File: src/hw/rtl/dtq_pkg.sv
`default_nettype none
package dtq_pkg;

   localparam int DEF_CAPACITY  = 16;
   localparam int DEF_TAG_BITS  = 16;
   localparam int DEF_TIME_BITS = 32;
   localparam int OP_BITS       = 3;
   localparam int LIMIT_BITS    = 5;
   localparam int DROP_BITS     = 32;

   typedef enum logic [OP_BITS-1:0] {
      OP_POST       = 3'd0,
      OP_POST_AT    = 3'd1,
      OP_POST_AFTER = 3'd2,
      OP_POLL       = 3'd3,
      OP_STOP       = 3'd4,
      OP_RESTART    = 3'd5
   } op_type;

   typedef enum logic [3:0] {
      S_IDLE,
      S_EXEC,
      S_SCAN,
      S_DECIDE,
      S_SHIFT_RD,
      S_SHIFT_WR,
      S_POP,
      S_POP_DATA,
      S_DONE
   } state_type;

endpackage
`default_nettype wire

File: src/hw/rtl/dtq_ram.sv
`default_nettype none
module dtq_ram #(
   parameter int DEPTH = 16,
   parameter int WIDTH = 16
) (
   input  wire logic                     clock,
   input  wire logic                     wr_en,
   input  wire logic [$clog2(DEPTH)-1:0] wr_addr,
   input  wire logic [WIDTH-1:0]         wr_data,
   input  wire logic [$clog2(DEPTH)-1:0] rd_addr,
   output logic      [WIDTH-1:0]         rd_data
);

   logic [WIDTH-1:0] mem [DEPTH];

   always_ff @(posedge clock) begin
      if (wr_en) begin
         mem[wr_addr] <= wr_data;
      end
      rd_data <= mem[rd_addr];
   end

endmodule
`default_nettype wire

File: src/hw/rtl/delayed_task_queue.sv
`default_nettype none
// delayed task queue: ready fifo plus deadline store of task tags
// req channel carries one operation (post, post at, post after delay, poll,
// stop, restart) with tag, time value and current time; rsp returns one
// result per request: accepted, task_valid, out_tag, pending count, drop
// total and stop flag
// csr_wr_en writes the pending limit (max_entries); the user writes it only while
// the block is idle, which the block itself does not enforce
// a post, stop or restart passes through S_EXEC and then S_DONE; a poll that is
// not stopped scans the deadline store through its single read port, one entry
// a cycle, then, when a due entry moves to the fifo, shifts later entries down,
// each through S_SHIFT_RD and S_SHIFT_WR, then reads the fifo head in S_POP and
// S_POP_DATA; S_DONE waits for a free output register, loads it, raises rsp_valid
// the next request can transfer in the same cycle that rsp_valid rises
// one request is in flight at a time; req_stall is high until its result
// has been loaded into the output register
// reset clears counts, flags, drop count and limit; memories need no clear
// when rsp_stall is high the result holds and the next result waits
module delayed_task_queue
   import dtq_pkg::*;
#(
   parameter int CAPACITY  = DEF_CAPACITY,
   parameter int TAG_BITS  = DEF_TAG_BITS,
   parameter int TIME_BITS = DEF_TIME_BITS
) (
   input  wire logic                           clock,
   input  wire logic                           reset,
   input  wire logic                           csr_wr_en,
   input  wire logic [dtq_pkg::LIMIT_BITS-1:0] csr_wr_data,
   input  wire logic                           req_valid,
   output logic                                req_stall,
   input  wire logic [dtq_pkg::OP_BITS-1:0]    req_operation,
   input  wire logic [TAG_BITS-1:0]            req_task_tag,
   input  wire logic [TIME_BITS-1:0]           req_time_value,
   input  wire logic [TIME_BITS-1:0]           req_now,
   output logic                                rsp_valid,
   input  wire logic                           rsp_stall,
   output logic                                rsp_accepted,
   output logic                                rsp_task_valid,
   output logic [TAG_BITS-1:0]                 rsp_out_tag,
   output logic [dtq_pkg::LIMIT_BITS-1:0]      rsp_pending_count,
   output logic [dtq_pkg::DROP_BITS-1:0]       rsp_dropped_total,
   output logic                                rsp_stopped
);

   localparam int IW  = $clog2(CAPACITY);
   localparam int CW  = $clog2(CAPACITY + 1);
   localparam int SW  = CW + 1;
   localparam int PW  = $clog2(2 * CAPACITY + 1);
   localparam int LW  = (PW > LIMIT_BITS) ? PW : LIMIT_BITS;
   localparam int EW  = TIME_BITS + TAG_BITS;

   state_type state_ff, state_in;

   logic [LIMIT_BITS-1:0] max_ff;
   logic [OP_BITS-1:0]    op_ff;
   logic [TAG_BITS-1:0]   tag_ff;
   logic [TIME_BITS-1:0]  tval_ff, now_ff;

   logic [IW-1:0] head_ff, head_in;
   logic [CW-1:0] rcnt_ff, rcnt_in;
   logic [CW-1:0] tcnt_ff, tcnt_in;
   logic [DROP_BITS-1:0] drop_ff, drop_in;
   logic stop_ff, stop_in;

   logic [IW-1:0] scan_ff, scan_in;
   logic [IW-1:0] cmp_ff, cmp_in;
   logic [IW-1:0] best_ff, best_in;
   logic [TIME_BITS-1:0] btime_ff, btime_in;
   logic [TAG_BITS-1:0]  btag_ff, btag_in;
   logic [IW-1:0] sh_ff, sh_in;

   logic acc_ff, acc_in;
   logic tv_ff, tv_in;
   logic [TAG_BITS-1:0] otag_ff, otag_in;

   logic rsp_valid_ff, rsp_valid_in;
   logic rsp_acc_ff, rsp_tv_ff, rsp_stop_ff;
   logic [TAG_BITS-1:0] rsp_tag_ff;
   logic [LIMIT_BITS-1:0] rsp_pend_ff;
   logic [DROP_BITS-1:0] rsp_drop_ff;

   logic          r_we;
   logic [IW-1:0] r_waddr, r_raddr;
   logic [TAG_BITS-1:0] r_wdata, r_rdata;
   logic          t_we;
   logic [IW-1:0] t_waddr, t_raddr;
   logic [EW-1:0] t_wdata, t_rdata;

   logic [LW-1:0] pend, limit;
   logic          admit;
   logic [SW-1:0] tail_sum;
   logic [IW-1:0] tail;
   logic [TIME_BITS:0] when_sum;
   logic [TIME_BITS-1:0] when_sat;
   logic [TIME_BITS-1:0] rd_time;
   logic [TAG_BITS-1:0]  rd_tag;
   logic out_free, req_xfer;

   dtq_ram #(.DEPTH(CAPACITY), .WIDTH(TAG_BITS)) u_ready_ram (
      .clock   (clock),
      .wr_en   (r_we),
      .wr_addr (r_waddr),
      .wr_data (r_wdata),
      .rd_addr (r_raddr),
      .rd_data (r_rdata)
   );

   dtq_ram #(.DEPTH(CAPACITY), .WIDTH(EW)) u_timed_ram (
      .clock   (clock),
      .wr_en   (t_we),
      .wr_addr (t_waddr),
      .wr_data (t_wdata),
      .rd_addr (t_raddr),
      .rd_data (t_rdata)
   );

   assign req_stall = (state_ff != S_IDLE);
   assign req_xfer  = req_valid && !req_stall;
   assign out_free  = !rsp_valid_ff || !rsp_stall;

   assign pend = LW'(rcnt_ff) + LW'(tcnt_ff);
   assign limit = (max_ff == '0 || LW'(max_ff) > LW'(CAPACITY)) ? LW'(CAPACITY)
                                                                 : LW'(max_ff);
   assign admit = (pend < limit);
   assign tail_sum = SW'(head_ff) + SW'(rcnt_ff);
   assign tail = (tail_sum >= SW'(CAPACITY)) ? IW'(tail_sum - SW'(CAPACITY))
                                             : tail_sum[IW-1:0];
   assign when_sum = {1'b0, now_ff} + {1'b0, tval_ff};
   assign when_sat = when_sum[TIME_BITS] ? '1 : when_sum[TIME_BITS-1:0];
   assign rd_time = t_rdata[EW-1:TAG_BITS];
   assign rd_tag  = t_rdata[TAG_BITS-1:0];

   // next state
   always_comb begin
      state_in = state_ff;
      unique case (state_ff)
         S_IDLE: begin
            if (req_xfer) state_in = S_EXEC;
         end
         S_EXEC: begin
            if (op_ff == OP_POLL && !stop_ff) begin
               state_in = (tcnt_ff != '0) ? S_SCAN : S_POP;
            end else begin
               state_in = S_DONE;
            end
         end
         S_SCAN: begin
            if (CW'(cmp_ff) == tcnt_ff - CW'(1)) state_in = S_DECIDE;
         end
         S_DECIDE: begin
            if (btime_ff <= now_ff && rcnt_ff < CW'(CAPACITY)) state_in = S_SHIFT_RD;
            else state_in = S_POP;
         end
         S_SHIFT_RD: begin
            state_in = (CW'(sh_ff) < tcnt_ff) ? S_SHIFT_WR : S_POP;
         end
         S_SHIFT_WR: state_in = S_SHIFT_RD;
         S_POP: begin
            state_in = (rcnt_ff != '0) ? S_POP_DATA : S_DONE;
         end
         S_POP_DATA: state_in = S_DONE;
         S_DONE: begin
            if (out_free) state_in = S_IDLE;
         end
         default: state_in = S_IDLE;
      endcase
   end

   // datapath and memory control
   always_comb begin
      head_in = head_ff;
      rcnt_in = rcnt_ff;
      tcnt_in = tcnt_ff;
      drop_in = drop_ff;
      stop_in = stop_ff;
      scan_in = scan_ff;
      cmp_in = cmp_ff;
      best_in = best_ff;
      btime_in = btime_ff;
      btag_in = btag_ff;
      sh_in = sh_ff;
      acc_in = acc_ff;
      tv_in = tv_ff;
      otag_in = otag_ff;
      rsp_valid_in = rsp_valid_ff && rsp_stall;
      r_we = 1'b0;
      r_waddr = tail;
      r_wdata = tag_ff;
      r_raddr = head_ff;
      t_we = 1'b0;
      t_waddr = tcnt_ff[IW-1:0];
      t_wdata = {tval_ff, tag_ff};
      t_raddr = scan_ff;
      unique case (state_ff)
         S_IDLE: begin
            if (req_xfer) begin
               acc_in = 1'b0;
               tv_in = 1'b0;
               otag_in = '0;
            end
         end
         S_EXEC: begin
            unique case (op_ff)
               OP_POST, OP_POST_AT, OP_POST_AFTER: begin
                  if (admit) begin
                     acc_in = 1'b1;
                     if (op_ff == OP_POST
                         || (op_ff == OP_POST_AFTER && tval_ff == '0)) begin
                        r_we = 1'b1;
                        rcnt_in = rcnt_ff + CW'(1);
                     end else begin
                        t_we = 1'b1;
                        if (op_ff == OP_POST_AFTER) t_wdata = {when_sat, tag_ff};
                        tcnt_in = tcnt_ff + CW'(1);
                     end
                  end else if (drop_ff != '1) begin
                     drop_in = drop_ff + DROP_BITS'(1);
                  end
               end
               OP_POLL: begin
                  t_raddr = '0;
                  scan_in = IW'(1);
                  cmp_in = '0;
               end
               OP_STOP: begin
                  if (!stop_ff) begin
                     drop_in = '0;
                     stop_in = 1'b1;
                     head_in = '0;
                     rcnt_in = '0;
                     tcnt_in = '0;
                  end
               end
               OP_RESTART: begin
                  drop_in = '0;
                  stop_in = 1'b0;
               end
               default: ;
            endcase
         end
         S_SCAN: begin
            t_raddr = scan_ff;
            scan_in = scan_ff + IW'(1);
            cmp_in = cmp_ff + IW'(1);
            if (cmp_ff == '0 || rd_time < btime_ff) begin
               best_in = cmp_ff;
               btime_in = rd_time;
               btag_in = rd_tag;
            end
         end
         S_DECIDE: begin
            if (btime_ff <= now_ff && rcnt_ff < CW'(CAPACITY)) begin
               r_we = 1'b1;
               r_wdata = btag_ff;
               rcnt_in = rcnt_ff + CW'(1);
               tcnt_in = tcnt_ff - CW'(1);
               sh_in = best_ff;
            end
         end
         S_SHIFT_RD: begin
            t_raddr = sh_ff + IW'(1);
         end
         S_SHIFT_WR: begin
            t_we = 1'b1;
            t_waddr = sh_ff;
            t_wdata = t_rdata;
            sh_in = sh_ff + IW'(1);
         end
         S_POP: begin
            r_raddr = head_ff;
         end
         S_POP_DATA: begin
            tv_in = 1'b1;
            otag_in = r_rdata;
            head_in = (head_ff == IW'(CAPACITY - 1)) ? '0 : head_ff + IW'(1);
            rcnt_in = rcnt_ff - CW'(1);
         end
         S_DONE: begin
            if (out_free) rsp_valid_in = 1'b1;
         end
         default: ;
      endcase
   end

   always_ff @(posedge clock) begin
      if (reset) begin
         state_ff <= S_IDLE;
         max_ff <= '0;
         head_ff <= '0;
         rcnt_ff <= '0;
         tcnt_ff <= '0;
         drop_ff <= '0;
         stop_ff <= 1'b0;
         rsp_valid_ff <= 1'b0;
      end else begin
         state_ff <= state_in;
         if (csr_wr_en) max_ff <= csr_wr_data;
         head_ff <= head_in;
         rcnt_ff <= rcnt_in;
         tcnt_ff <= tcnt_in;
         drop_ff <= drop_in;
         stop_ff <= stop_in;
         rsp_valid_ff <= rsp_valid_in;
      end
   end

   always_ff @(posedge clock) begin
      if (req_xfer) begin
         op_ff <= req_operation;
         tag_ff <= req_task_tag;
         tval_ff <= req_time_value;
         now_ff <= req_now;
      end
      scan_ff <= scan_in;
      cmp_ff <= cmp_in;
      best_ff <= best_in;
      btime_ff <= btime_in;
      btag_ff <= btag_in;
      sh_ff <= sh_in;
      acc_ff <= acc_in;
      tv_ff <= tv_in;
      otag_ff <= otag_in;
      if (state_ff == S_DONE && out_free) begin
         rsp_acc_ff <= acc_ff;
         rsp_tv_ff <= tv_ff;
         rsp_tag_ff <= otag_ff;
         rsp_pend_ff <= pend[LIMIT_BITS-1:0];
         rsp_drop_ff <= drop_ff;
         rsp_stop_ff <= stop_ff;
      end
   end

   assign rsp_valid         = rsp_valid_ff;
   assign rsp_accepted      = rsp_acc_ff;
   assign rsp_task_valid    = rsp_tv_ff;
   assign rsp_out_tag       = rsp_tag_ff;
   assign rsp_pending_count = rsp_pend_ff;
   assign rsp_dropped_total = rsp_drop_ff;
   assign rsp_stopped       = rsp_stop_ff;

   a_pend_cap: assert property (@(posedge clock) disable iff (reset)
      pend <= LW'(CAPACITY))
      else $error("pending count above capacity");

   a_stop_clears: assert property (@(posedge clock) disable iff (reset)
      (state_ff == S_EXEC && op_ff == OP_STOP && !stop_ff)
      |=> (rcnt_ff == '0 && tcnt_ff == '0 && drop_ff == '0 && stop_ff))
      else $error("stop did not clear the stores");

   a_poll_stopped: assert property (@(posedge clock) disable iff (reset)
      (state_ff == S_EXEC && op_ff == OP_POLL && stop_ff) |=> state_ff == S_DONE)
      else $error("poll ran while stopped");

endmodule
`default_nettype wire

File: config.mk
export PLATFORM = sky130hd
export DESIGN_NAME = delayed_task_queue
export DESIGN_NICKNAME = d
export VERILOG_FILES = /design/src/hw/rtl/dtq_pkg.sv /design/src/hw/rtl/dtq_ram.sv /design/src/hw/rtl/delayed_task_queue.sv
export SDC_FILE = /design/constraint.sdc
export NUM_CORES = 2
export LEC_CHECK = 0
export BUFFER_PORTS_ARGS = -buffer_cell sky130_fd_sc_hd__buf_2
export CORE_ASPECT_RATIO = 1.4
export CORE_MARGIN = 5
export CORE_UTILIZATION = 38
export CTS_CLUSTER_SIZE = 12
export DETAILED_ROUTE_END_ITERATION = 8
export SYNTH_ARGS = -nofsm -noshare
export SYNTH_HDL_FRONTEND = slang
export SYNTH_HIERARCHICAL = 1
export SYNTH_SLANG_ARGS = --single-unit
File: constraint.sdc
create_clock -name clock -period 9.15 [get_ports clock]
set_clock_uncertainty 0.1 [all_clocks]
set_input_delay 0.915 -clock clock [delete_from_list [all_inputs] [get_ports clock]]
set_output_delay 0.915 -clock clock [all_outputs]
set_load 0.03 [all_outputs]
## Word level (Yosys, flattened, before mapping)

Memories as Yosys holds them, arrays and structs flattened. A register that Yosys moved wholly into a read port is not among the register bits.
Cells that the tools add are included.

| operators by class | value |
|---|---|
| reduce and logical (&&, ||, !) cells | 43 |
| equal/unequal tests | 33 |
| order comparisons | 7 |
| $add $sub $neg | 13 |
| mux-type cells | 70 |

Operators by type and width:

| cell | number |
|---|---|
| 2-to-1 mux 48 bit | 4 |
| 2-to-1 mux 32 bit | 4 |
| one-hot mux 32 bit (3 select lines) | 1 |
| one-hot mux 48 bit (2 select lines) | 1 |
| 2-to-1 mux 4 bit | 14 |
| 2-to-1 mux 16 bit | 3 |
| 2-to-1 mux 5 bit | 8 |
| one-hot mux 4 bit (2 select lines) | 5 |
| one-hot mux 4 bit (9 select lines) | 1 |
| adder 32 x 32 -> 33 bit | 1 |
| adder 32 x 1 -> 32 bit (second input constant) | 1 |
| less-or-equal comparator 32 bit | 1 |
| zero test 32 bit | 1 |
| < comparator 32 bit | 1 |
| != test 32 bit (second input constant) | 1 |
| one-hot mux 16 bit (2 select lines) | 1 |
| one-hot mux 5 bit (2 select lines) | 3 |
| != test 2 bit (second input constant) | 11 |
| adder 4 x 1 -> 4 bit (second input constant) | 4 |
| equality test 4 x 3 -> 1 bit (second input constant) | 4 |
| 2-to-1 mux 1 bit | 16 |
| one-hot mux 5 bit (3 select lines) | 1 |
| nonzero test 2 bit | 7 |
| != test 3 bit (second input constant) | 4 |
| 37 further kinds | 68 |

| storage, ports and cells | value |
|---|---|
| bits in registers | 278 |
| bits in writable memories | 1,024 |
| word-level logic and storage cells | 195 |
| input port bits | 93 |
| memories | 2 |
| output and inout port bits | 58 |

Memories:

| name | words | bits a word | read ports | clocked after Yosys merged registers in | write ports | RTL line | text |
|---|---|---|---|---|---|---|---|
| u_timed_ram.mem | 16 | 48 | 1 | 1 | 1 | dtq_ram.sv:14 | `logic [WIDTH-1:0] mem [DEPTH];` |
| u_ready_ram.mem | 16 | 16 | 1 | 1 | 1 | dtq_ram.sv:14 |  |

## Depth between registers and ports, before layout

| logic depth | value |
|---|---|
| word-level depth | 9 |
| mapped depth | 16 |

## Modules after synthesis

The synthesis kept the hierarchy.

Modules (own cells, without submodules):

| module | times used | cells each | area each (µm²) | sequential area each (µm²) |
|---|---|---|---|---|
| dtq_ram (u_timed_ram) | 1 | 1,242 | 29,691.0 | 24,023.0 |
| delayed_task_queue | 1 | 1,419 | 15,134.5 | 7,777.5 |
| dtq_ram (u_ready_ram) | 1 | 432 | 10,043.4 | 8,007.7 |

## Least setup slack after synthesis

No wires, ideal clock.

| path | value |
|---|---|
| path kind | register to register |
| from | reg tcnt_ff[0] |
| to | mem u_timed_ram/mem[0][0] (netlist bit) (enable) |
| cell stages (with the launch flop) | 16 |
| arrival time | 6,427 ps |
| slack | 2,110 ps |
| path buffers | 0 |
| library setup time | 513 ps |
| period minus slack after synthesis | 7,040 ps |
| path through | dfxtp_1 > ha_1 > inv_1 > fa_1 > inv_1 > a21o_1 > a21oi_1 > xnor2_1 > ha_1 > o21a_1 > a22oi_1 > and2_1 > nand2_1 > o21ai_0 > or3b_2 > nor3_1 |

| on the way | value |
|---|---|
| cells in the longest elaborated chain, start to end | 7 |
| elaborated cells between the ends (all ways) | 8 |
| classes of those cells | add/sub: 1; order compare: 1; mux: 6 |

RTL lines:

| what | RTL line | text |
|---|---|---|
| from (decl) | delayed_task_queue.sv:62 | `logic [CW-1:0] tcnt_ff, tcnt_in;` |
| from (signal assigned) | delayed_task_queue.sv:301 | `tcnt_ff <= tcnt_in;` |
| adder 5 x 5 -> 6 bit | delayed_task_queue.sv:122 | `assign pend = LW'(rcnt_ff) + LW'(tcnt_ff);` |
| via pend[4] | delayed_task_queue.sv:90 | `logic [LW-1:0] pend, limit;` |
| < comparator 6 x 5 -> 1 bit | delayed_task_queue.sv:125 | `assign admit = (pend < limit);` |
| 2-to-1 mux 1 bit | delayed_task_queue.sv:206 | `if (admit) begin` |
| 2-to-1 mux 1 bit | delayed_task_queue.sv:204 | `unique case (op_ff)` |
| one-hot mux 1 bit (2 select lines) | delayed_task_queue.sv:195 | `unique case (state_ff)` |
| via t_we | delayed_task_queue.sv:86 | `logic t_we;` |
| 2-to-1 mux 1 bit | dtq_ram.sv:17 | `if (wr_en) begin` |
| 2-to-1 mux 1 bit (not written as such) | dtq_ram.sv:18 | `mem[wr_addr] <= wr_data;` |
| to (decl) | dtq_ram.sv:14 |  |

The timed path passes the listed nets, and every way through them passes these cells.

## Worst setup path in the final report

| path | value |
|---|---|
| from | reg tcnt_ff[0] |
| to | mem u_timed_ram/mem[6][12] (netlist bit) (enable) |

Same word-level chain as after synthesis.

==> run summary <==
Data required, critical path: 9.43 ns
Avg Synthesized Cell Area: 17.7 um2
CP max stage cell: nor2_4
Clock slew at reported path FFs: 0.07 ns
Ratio of cells with drive above 1 in the final layout: 20.9%
Most used standard cell by instance count after synthesis: edfxtp_1
Path class of the lowest-slack min-delay path: primary input to register
Max_cap viols: 0
Cell area after synthesis: 54900 um2
Fin. max-slew vios: 0
Clock share of power: 36.6%
Fraction of registers with async set/reset: 0%
Worst setup path class: register to register
Total routed wirelength: 130000 um
Clock latency at the later pin of the worst-skew pair: 0.76 ns
Top cell family by delay on the critical path: simple AND/OR/NAND/NOR gates
Number of failing setup endpoints in the final timing report: 0
Total count of hold-check failures in the final report: 0
Fin crit period: 5.62 ns
Max FO, Critical Path: 27
Vias post-DR: 28800
Crit end category: register
Most heavily used metal layer in global routing: met2
Per-cell via count in the routed design: 5.38
Pwr per Cell Area: 231 nW/um2
Placed cell areas: 58100 um2
Portion of the post-synthesis area used by sequential elements: 72.6%
CTS root buf: clkbuf_16
Placeable Area: 144000 um2
Number of nets in the synthesized netlist: 3310
Arrival time worst endpoint: 5.90 ns
Internal power summed over all cells: 0.0108 W
Synthesized instance count: 3093
Leakage power: 20.8 nW
Top-Level Pins: 151
Area fraction of the dominant cell type after synthesis: 68.1%
Top cells by area, synth: edfxtp_1, mux4_2, dfxtp_1
Max Clk Rate: 178 MHz
Horiz. Die Dim: 331 um
Final period util: 61.5%
Tightest Pin Transition: 1.30 ns
GR Util met1: 21.3%
Unrepaired setup endpoints after global routing: false
Number of remaining DRC errors: 0
Initial standard-cell utilization of the core: 38.1%
Final global-route overflow total: 0
Vias in the first global route: 29700
CTS Buf Count: 138
Global-route wire length before repair: 192000 um
Post-Route Hold Slack: 0.234 ns
Floorplan row count: 165
Commonest cells post-synth: edfxtp_1, mux4_2, nand2_1, a22oi_1
Die Span Y: 460 um
Maximum clock path buffer count: 3
Placer's final routability congestion estimate: 0.819
Maximum number of pins on one net before global-route repair: 109
Number of clock sinks: 1366
Number of cells upsized or downsized after cts: 0
Fraction of power spent switching nets: 25.1%
Distinct cell type count after synthesis: 76
Yosys top cell by area: edfxtp_1
Post-route ant nets: 0
Area grow syn2layout: 13.6%
Reported net switching power: 0.00361 W
Share of power burned in registers: 51.5%
TritonCTS clock tree: done
Met2 global-route usage: 29.7%
Number of fillers in the final layout: 12800
Detailed-routing iteration count for the pre-antenna-repair pass: 6
Non-Filler Instances: 5349
Number of nets at the end of the flow: 3530
Number of enable-type register cells in the synthesized netlist: 1245
Cell chain of the critical path: ha_1, inv_1, fa_1, inv_1, a21o_1, a21oi_1, xnor2_1, ha_1, o21a_1, a22oi_1, and2_1, nand2_1, o21ai_0, nand3b_1, nor2_4, buf_4
Final total negative setup slack: 0 ns
Total routing resource utilization after global routing: 17.0%
Largest vdd supply drop: 0.193 mV
Count of warnings emitted by yosys: 6
DRC marker count from the first detailed-route iteration: 2401
Status: finished clean
Combinational power share: 11.8%
Number of hold-repair buffers added at the cts stage: 0
CP Buf/Inv Count: 3
Global Route met3 Usage: 3.44%
Number of levels in the clock H-tree: 4
Summed area of non-filler cells in the final layout: 62300 um2
Most common flop cell mapped by yosys: edfxtp_1
#FFs+latches synth: 1366
Placed wire-length estimate: 78000 um
Antenna violations before repair: 9
Buffers on Ports: 150
Post-CTS Repair Setup Buffers: 0
Wire per inst: 24.2 um
Fraction of the core area covered by cells at the end of the flow: 43.2%
Type of origin of the critical path: register
Placed Cells incl. Taps: 5093
Tightest slew margin relative to the limit: 13.0%
Maximum single-stage delay on the critical path: 0.88 ns
DIE AREA: 152000 um2
==> cell usage in the layout (no fill, tap or decap), drive strengths merged, types with 7 or more instances in the layout <==
| cell type | synthesis | final |
|---|---|---|
| nand4 | 32 | 32 |
| a22oi | 135 | 135 |
| buf | 59 | 218 |
| nor2b | 16 | 16 |
| or4 | 7 | 7 |
| a211oi | 9 | 9 |
| and2 | 26 | 26 |
| mux4 | 257 | 257 |
| edfxtp | 1245 | 1245 |
| o31ai | 9 | 9 |
| nand3 | 38 | 38 |
| nor4 | 19 | 19 |
| mux2i | 9 | 9 |
| nand2 | 183 | 183 |
| xnor2 | 46 | 46 |
| and3 | 19 | 19 |
| dfxtp | 121 | 121 |
| or3 | 8 | 8 |
| a21o | 41 | 41 |
| or2 | 8 | 8 |
| ha | 121 | 121 |
| o21a | 10 | 10 |
| nor2 | 117 | 117 |
| clkinv | 0 | 19 |
| a21oi | 113 | 113 |
| xor2 | 24 | 24 |
| clkbuf | 79 | 224 |
| nor3 | 39 | 39 |
| mux2 | 18 | 18 |
| nand2b | 10 | 10 |
| nand3b | 9 | 9 |
| inv | 103 | 110 |
| a31oi | 12 | 12 |
| o21ai | 61 | 61 |
| o22ai | 31 | 31 |
==> flip-flops by register name (all words and copies together), names as in the netlist, 16 cells and up <==
signal               cells
now_ff                  32
u_ready_ram/mem        256
btime_ff                32
rsp_dropped_total       32
u_ready_ram/rd_data     16
u_timed_ram/rd_data     48
drop_ff                 32
otag_ff                 16
tval_ff                 32
btag_ff                 16
rsp_out_tag             16
u_timed_ram/mem        768
tag_ff                  16
==> area by class of cell <==
cell class | instances | area [um2] | share of cell area (%)
multi-input cells | 1486 | 14200 | 22.9
clock buffers | 224 | 3900 | 6.26
clock inverters | 27 | 270 | 0.434
flip-flops and latches | 1366 | 39800 | 63.9
inverters | 103 | 392 | 0.629
well taps | 1920 | 2400 | 3.86
repair buffers | 218 | 1270 | 2.04
diodes | 5 | 12.5 | 0.0201
==> power by group through the flow <==
| stage | logic, W | clock network (W) | registers, W |
|---|---|---|---|
| floorplan | 0.00113 | 0 | 0.00749 |
| global placement | 0.00170 | 0 | 0.00754 |
| detailed placement | 0.00172 | 0 | 0.00754 |
| CTS | 0.00173 | 0.00540 | 0.00741 |
| global route | 0.00187 | 0.00568 | 0.00743 |
| finish | 0.00170 | 0.00526 | 0.00741 |
==> stage by stage <==
| step | power, W | setup slack (ns) |
|---|---|---|
| after floorplan | 0.00862 | 2.11 |
| after global placement | 0.00924 | 3.69 |
| after detailed placement | 0.00926 | 3.63 |
| after CTS | 0.0145 | 3.59 |
| after global routing | 0.0150 | 3.33 |
| final | 0.0144 | 3.53 |
==> final timing paths <==
path	start	to	slack, ns	cells past startpoint
hold / removal	req_time_value[15]	tval_ff[15]$_DFFE_PP_	0.23	1
hold reg to reg	otag_ff[3]$_SDFFCE_PN0P_	rsp_out_tag[3]$_DFFE_PP_	0.32	0
setup reg to reg	tcnt_ff[0]$_SDFFE_PP0P_	u_timed_ram/mem[6][12]$_DFFE_PP_	3.53	16
setup / recovery	tcnt_ff[0]$_SDFFE_PP0P_	u_timed_ram/mem[6][12]$_DFFE_PP_	3.53	16
==> metal layers <==
layer | vias up | share of wire, %
met5 | - | 0.032
met4 | 8 | 2.7
met3 | 220 | 5.8
met2 | 858 | 52
met1 | 14900 | 40
li1 | 12800 | -
==> cell families after synthesis <==
family | share of synthesized area (%)
AO/OA/AOI/OAI | 5.55
XOR/XNOR | 1.12
adder cells (fa/ha/maj) | 2.87
buffers and inverters | 1.90
flip-flops | 72.6
multiplexers | 11.2
AND/OR/NAND/NOR | 4.86
==> worst register-to-register path, cell delays in order, from the launching register on <==
cell	delay, ns
dfxtp_1	0.48
ha_1	0.24
inv_1	0.06
fa_1	0.40
inv_1	0.07
a21o_1	0.10
a21oi_1	0.08
xnor2_1	0.19
ha_1	0.26
o21a_1	0.10
a22oi_1	0.35
and2_1	0.29
nand2_1	0.06
o21ai_0	0.55
nand3b_1	0.44
nor2_4	0.88
buf_4	0.57
Note: power is estimated with default switching activity, not from simulation.
